==> config.mk <==
export PLATFORM = sky130hd
export DESIGN_NAME = longest_queue_phase_scheduler_unit
export DESIGN_NICKNAME = d
export VERILOG_FILES = /design/src/rtl/core/lqps_pkg.sv /design/src/rtl/core/longest_queue_phase_scheduler_unit.sv
export SDC_FILE = /design/constraint.sdc
export NUM_CORES = 1
export LEC_CHECK = 0
export BUFFER_PORTS_ARGS = -buffer_cell sky130_fd_sc_hd__buf_2
export CORE_MARGIN = 5
export CORE_UTILIZATION = 50
export DETAILED_ROUTE_END_ITERATION = 8
export MAX_ROUTING_LAYER = met4
export PLACE_DENSITY = 0.66
export SYNTH_ARGS = -nofsm -noshare
export SYNTH_HDL_FRONTEND = slang
export SYNTH_SLANG_ARGS = --single-unit
==> constraint.sdc <==
create_clock -name clk -period 34.3 [get_ports clk]
set_input_delay 5.145 -clock clk [delete_from_list [all_inputs] [get_ports clk]]
set_output_delay 5.145 -clock clk [all_outputs]
set_load 0.03 [all_outputs]
==> src/rtl/core/lqps_pkg.sv <==
// Package for the longest-queue phase scheduler: command codes, lane and phase
// types, the phase-to-lane tables and the request and response payload structs.
// Depends on nothing; used by longest_queue_phase_scheduler_unit.
package lqps_pkg;

	localparam int NUM_LANES          = 8;
	localparam int NUM_PHASES         = 8;
	localparam int LANE_BITS          = 3;
	localparam int SERVED_BITS        = 8;
	localparam int LIMIT_BITS         = 8;
	localparam int COUNT_BITS_DEFAULT = 8;

	typedef enum logic [1:0] {
		CMD_ARRIVAL       = 2'd0,
		CMD_GREEN_LIMITED = 2'd1,
		CMD_GREEN_CLEAR   = 2'd2,
		CMD_UNUSED        = 2'd3
	} cmd_t;

	typedef logic [LANE_BITS-1:0] lane_idx_t;

	// Phases listed as (first lane, second lane), lanes 0 NF .. 7 WL.
	localparam lane_idx_t PHASE_FIRST [NUM_PHASES] = '{
		3'd4, 3'd2, 3'd0, 3'd6, 3'd4, 3'd2, 3'd5, 3'd3
	};
	localparam lane_idx_t PHASE_SECOND [NUM_PHASES] = '{
		3'd5, 3'd3, 3'd1, 3'd7, 3'd0, 3'd6, 3'd1, 3'd7
	};

	typedef struct packed {
		cmd_t                  cmd;
		lane_idx_t             lane;
		logic [LIMIT_BITS-1:0] remove_count;
	} req_t;

	typedef struct packed {
		logic                   granted;
		lane_idx_t              phase;
		logic [SERVED_BITS-1:0] served_first;
		logic [SERVED_BITS-1:0] served_second;
		logic                   dropped;
	} rsp_t;

endpackage

==> src/rtl/core/longest_queue_phase_scheduler_unit.sv <==
// Top level of the longest-queue phase scheduler: lane counters, phase totals,
// winner selection and lane draining in a single registered pass.
// Depends on lqps_pkg for the payload structs, command codes and phase tables.
//
// Usage
// The request channel (req_valid, req_ready, req) carries one transaction per
// event: an arrival on one lane, or a green command with limited or full drain.
// The response channel (rsp_valid, rsp_ready, rsp) returns exactly one result
// transaction for every request, in order.
// A request is captured in an input register; from there the phase totals, the
// eight-way maximum and the counter updates are evaluated and the result is
// written to the output register. One request is taken every cycle as long as
// the receiver does not stall the output register.
// The lane counters change as the result is registered, so the next request
// always sees the effect of the one before it.
// When the receiver stalls, the output register holds its result and the input
// register holds the following request; req_ready stays high while the input
// register is empty or able to move on.
// Reset clears all lane counters and both valid flags at once.
module longest_queue_phase_scheduler_unit #(
	parameter int COUNT_BITS = lqps_pkg::COUNT_BITS_DEFAULT
) (
	input  logic          clk,
	input  logic          arst_n,
	input  logic          req_valid,
	output logic          req_ready,
	input  lqps_pkg::req_t req,
	output logic          rsp_valid,
	input  logic          rsp_ready,
	output lqps_pkg::rsp_t rsp
);

	localparam int WIDE_BITS = (COUNT_BITS > lqps_pkg::LIMIT_BITS) ?
		COUNT_BITS : lqps_pkg::LIMIT_BITS;
	localparam int TOTAL_BITS = COUNT_BITS + 1;

	logic                  valid_s1;
	lqps_pkg::req_t        req_s1;
	logic                  rsp_valid_q;
	lqps_pkg::rsp_t        rsp_q;
	logic [COUNT_BITS-1:0] lane_count_q [lqps_pkg::NUM_LANES];
	logic [COUNT_BITS-1:0] lane_count_d [lqps_pkg::NUM_LANES];
	logic                  advance;
	lqps_pkg::rsp_t        rsp_d;

	assign advance   = !rsp_valid_q || rsp_ready;
	assign req_ready = !valid_s1 || advance;
	assign rsp_valid = rsp_valid_q;
	assign rsp       = rsp_q;

	always_ff @(posedge clk or negedge arst_n) begin
		if (!arst_n) begin
			valid_s1 <= 1'b0;
		end else if (req_ready) begin
			valid_s1 <= req_valid;
		end
	end

	always_ff @(posedge clk) begin
		if (req_ready && req_valid) begin
			req_s1 <= req;
		end
	end

	always_comb begin
		logic [TOTAL_BITS-1:0]  total [lqps_pkg::NUM_PHASES];
		logic [TOTAL_BITS-1:0]  best_total;
		lqps_pkg::lane_idx_t    best;
		lqps_pkg::lane_idx_t    first_lane;
		lqps_pkg::lane_idx_t    second_lane;
		logic [WIDE_BITS-1:0]   limit_w;
		logic [WIDE_BITS-1:0]   take_first;
		logic [WIDE_BITS-1:0]   take_second;
		logic [COUNT_BITS-1:0]  arrival_count;
		logic                   full_clear;

		for (int l = 0; l < lqps_pkg::NUM_LANES; l++) begin
			lane_count_d[l] = lane_count_q[l];
		end
		rsp_d = '0;

		for (int p = 0; p < lqps_pkg::NUM_PHASES; p++) begin
			total[p] = {1'b0, lane_count_q[lqps_pkg::PHASE_FIRST[p]]} +
				{1'b0, lane_count_q[lqps_pkg::PHASE_SECOND[p]]};
		end
		best_total = total[0];
		best       = '0;
		for (int p = 1; p < lqps_pkg::NUM_PHASES; p++) begin
			if (total[p] > best_total) begin
				best_total = total[p];
				best       = lqps_pkg::lane_idx_t'(p);
			end
		end

		first_lane  = lqps_pkg::PHASE_FIRST[best];
		second_lane = lqps_pkg::PHASE_SECOND[best];
		full_clear  = (req_s1.cmd == lqps_pkg::CMD_GREEN_CLEAR);
		limit_w     = WIDE_BITS'(req_s1.remove_count);
		take_first  = WIDE_BITS'(lane_count_q[first_lane]);
		take_second = WIDE_BITS'(lane_count_q[second_lane]);
		if (!full_clear && limit_w < take_first) begin
			take_first = limit_w;
		end
		if (!full_clear && limit_w < take_second) begin
			take_second = limit_w;
		end

		arrival_count = lane_count_q[req_s1.lane];

		unique case (req_s1.cmd) inside
			lqps_pkg::CMD_ARRIVAL: begin
				if (arrival_count == {COUNT_BITS{1'b1}}) begin
					rsp_d.dropped = 1'b1;
				end else begin
					lane_count_d[req_s1.lane] = arrival_count + 1'b1;
				end
			end
			lqps_pkg::CMD_GREEN_LIMITED, lqps_pkg::CMD_GREEN_CLEAR: begin
				rsp_d.granted = 1'b1;
				rsp_d.phase   = best;
				rsp_d.served_first = (take_first > WIDE_BITS'(255)) ?
					8'hFF : take_first[lqps_pkg::SERVED_BITS-1:0];
				rsp_d.served_second = (take_second > WIDE_BITS'(255)) ?
					8'hFF : take_second[lqps_pkg::SERVED_BITS-1:0];
				lane_count_d[first_lane] =
					lane_count_q[first_lane] - COUNT_BITS'(take_first);
				lane_count_d[second_lane] =
					lane_count_q[second_lane] - COUNT_BITS'(take_second);
			end
			default: begin
				rsp_d = '0;
			end
		endcase
	end

	always_ff @(posedge clk or negedge arst_n) begin
		if (!arst_n) begin
			for (int l = 0; l < lqps_pkg::NUM_LANES; l++) begin
				lane_count_q[l] <= '0;
			end
		end else if (valid_s1 && advance) begin
			for (int l = 0; l < lqps_pkg::NUM_LANES; l++) begin
				lane_count_q[l] <= lane_count_d[l];
			end
		end
	end

	always_ff @(posedge clk or negedge arst_n) begin
		if (!arst_n) begin
			rsp_valid_q <= 1'b0;
		end else if (advance) begin
			rsp_valid_q <= valid_s1;
		end
	end

	always_ff @(posedge clk) begin
		if (valid_s1 && advance) begin
			rsp_q <= rsp_d;
		end
	end

endmodule
==> impl_metrics.toml <==
[synth]
synth-seq-area-share_pct = 22.5
synth-edff-count = 34
ys_ff_latch = 100
ys.flop_type = "dfrtp_1"
synth.distinct_cells = 89
avgSynthCellArea_um2 = 8.49
yosysWarnings = 0
synth_fp_nets = 1585
syn-cell-area_um2 = 11900
netlist_instances = 1400
async_reset_ff_share_pct = 66.0

[routing]
drc = 0
vias_per_cell = 6.78
drt-initial-drc-count = 1640
vias = 11900
dr.pass1.iters = 6
wl_per_cell_um = 27.5
final_antenna_net_count = 0
wl_um = 48100

[cts]
cts_buffers = 9
cts.repair.resized = 0
cts_max_level = 3
clock_sinks = 100
cts_tree = "yes"
root_buffer = "clkbuf_16"
post_cts_buffers = 0
postCtsHoldBufs = 0
path_clk_slew_ns = 0.09
clockBufferDepth = 2
clk_latency_ns = 0.37

[setup_path]
crit_path_end_kind = "flop"
crit_top_cell = "ha_1"
max_stage_delay_ns = 0.94
rrSetupSlack_ns = 13.30
worstPathRequired_ns = 34.59
ff2ff_path_depth = 84
slowest_stage = "a21oi_1"
path_max_fanout = 31
r2r_end = "lane_count_q[46]$_DFFE_PN0P_"
worst_setup_path_start_kind = "flop"
worst_ep_arrival_time_ns = 21.29
reg2reg_from = "lane_count_q[16]$_DFFE_PN0P_"
crit_type = "reg2reg"

[sta]
max_clock_freq_mhz = 47.6
rsz0062_at_grt = "no"
tns_ns = 0
final.min_clock_period_ns = 21.00
holdWs_ns = 0.484
slew_headroom_pct = 18.6
fin_crit_sh_pct = 61.2
drv_slew = 0
worstMarginPinSlew_ns = 1.22
finClkSkew_ns = 0.0179
final-hold-violation-count = 0
setup_violations = 0

[global_route]
grt_pass1_vias = 11100
grt.overflow.total = 0
grt_start_max_net_pins = 67
grt_usage_pct = 36.3
grt_pass1_wl_um = 70600
grt_antenna_before_repair = 1

[hold_path]
holdPathEnd = "rsp_valid$_DFFE_PN0P_"
holdPathStages = 1
worst_hold_path_type = "reg2reg"
hp-start = "valid_s1$_DFFE_PN0N_"

[final_layout]
final_area_um2 = 12700
drive_gt1_share_pct = 9.50
layout_common_cells = "158 x nor2_1, 158 x ha_1, 137 x a21oi_1, 99 x inv_1, 75 x nand2_1"
area_delta_synth_final_pct = 7.20
multi_input_area_um2 = 8620
final-seq-area_um2 = 2670
final_cells = 1751
antenna_cells = 0
nFillCells = 2240
nets = 1612

[floorplan]
rows = 56
die-area_um2 = 26900
core_area_um2 = 23400
die_h_um = 164
start_util_pct = 50.8
io_pins = 40
die_w_um = 164

[flow_run]
max_cap_viol_count = 0

[placement]
gp_congestion = 1.08
dpl.hpwl_um = 37500
placed_area_um2 = 12400
placedCellCount = 1735
port_buffers = 39

[status]
status = "finished, final reports clean"
[cell usage after synthesis (6+ instances only)]
| cell | n | area [um2] |
|---|---|---|
| nor3_1 | 24 | 120 |
| nor2_1 | 158 | 593 |
| a22o_1 | 7 | 61.3 |
| xor2_1 | 12 | 105 |
| o21bai_1 | 28 | 210 |
| fa_1 | 10 | 200 |
| xnor2_1 | 49 | 429 |
| mux2i_1 | 47 | 470 |
| edfxtp_1 | 34 | 1020 |
| nand2b_1 | 16 | 100 |
| nor2b_1 | 20 | 125 |
| o211ai_1 | 12 | 90.1 |
| mux2_2 | 14 | 158 |
| nand2_1 | 75 | 282 |
| a21oi_1 | 138 | 691 |
| and2_1 | 13 | 81.3 |
| dfrtp_1 | 66 | 1650 |
| ha_1 | 158 | 1980 |
| nand3b_1 | 6 | 45.0 |
| nand3_1 | 35 | 175 |
| o21ai_1 | 7 | 35.0 |
| a21o_1 | 37 | 278 |
| o221ai_1 | 30 | 263 |
| buf_1 | 8 | 30.0 |
| o32ai_1 | 6 | 52.6 |
| mux4_2 | 11 | 248 |
| clkbuf_1 | 19 | 71.3 |
| o22ai_1 | 28 | 175 |
| inv_1 | 99 | 372 |
| o21a_1 | 27 | 203 |
| o31ai_1 | 7 | 52.6 |
| a31oi_1 | 21 | 131 |
| o21ai_0 | 41 | 205 |
| nand4_1 | 7 | 43.8 |
| and3_1 | 15 | 93.8 |
| buf_2 | 16 | 80.1 |
| a211oi_1 | 7 | 52.6 |
| a21boi_0 | 10 | 75.1 |
[cell type report]
class,instances,share of cell area (%)
multi-input combinational,1153,67.7
inverter,100,2.95
clock inverter,7,0.530
clock buffer,9,1.77
timing repair buffer,63,2.95
tap,319,3.13
sequential,100,21.0
[cells by family (layout without fill, tap and decap cells)]
group / Yosys count / count (layout) / share of synthesized area (%)
compound gates: 450 / 450 / 25.8
simple gates: 402 / 402 / 16.6
xor+xnor: 61 / 61 / 4.50
mux: 72 / 72 / 7.37
buf+inv: 147 / 179 / 4.97
flops: 100 / 100 / 22.5
fa+ha+maj: 168 / 168 / 18.3
[sequential cells by signal, summed over array words and instances (netlist names)]
signal        count
rsp              21
valid_s1          1
lane_count_q     64
req_s1           13
rsp_valid         1
[critical path: cells and delay by family (launching register included)]
family,cells,cell delay [ns]
AOI/OAI and AO/OA,31,7.10
and+or+nand+nor,27,6.82
adders and majority gates,12,3.43
muxes,4,1.56
buffers and inverters,9,1.23
DFF,1,0.58
xor gates and xnor gates,1,0.14
[through the flow]
step / util (%) / setup WS [ns]
5_1_grt: 54.4 / 11.76
6_report: 54.4 / 13.30
4_1_cts: 54.4 / 13.79
3_3_place_gp: 53.2 / 14.14
2_1_floorplan: - / 16.09
3_5_place_dp: 53.2 / 13.86
[how the worst max path moves through the flow]
stage / from / end / slack, ns / cells past startpoint
after floorplan: lane_count_q[32]$_DFFE_PN0P_ / lane_count_q[55]$_DFFE_PN0P_ / 16.09 / 87
after global placement: lane_count_q[16]$_DFFE_PN0P_ / lane_count_q[31]$_DFFE_PN0P_ / 14.14 / 83
after detailed placement: lane_count_q[16]$_DFFE_PN0P_ / lane_count_q[46]$_DFFE_PN0P_ / 13.86 / 83
after CTS: lane_count_q[16]$_DFFE_PN0P_ / lane_count_q[46]$_DFFE_PN0P_ / 13.79 / 83
after global routing: lane_count_q[16]$_DFFE_PN0P_ / lane_count_q[31]$_DFFE_PN0P_ / 11.76 / 84
final: lane_count_q[16]$_DFFE_PN0P_ / lane_count_q[46]$_DFFE_PN0P_ / 13.30 / 84
[layer usage]
| layer | vias to the layer above | track usage, % | share of wire (%) |
|---|---|---|---|
| li1 | 5251 | - | - |
| met3 | 171 | 8.23 | 12 |
| met5 | - | - | 0 |
| met1 | 5626 | 50.3 | 42 |
| met4 | 0 | 14.2 | 4.8 |
| met2 | 817 | 51.3 | 42 |
Power is not shown: default switching activity piles up to over one toggle a cycle in this logic, so the estimate is an artifact.
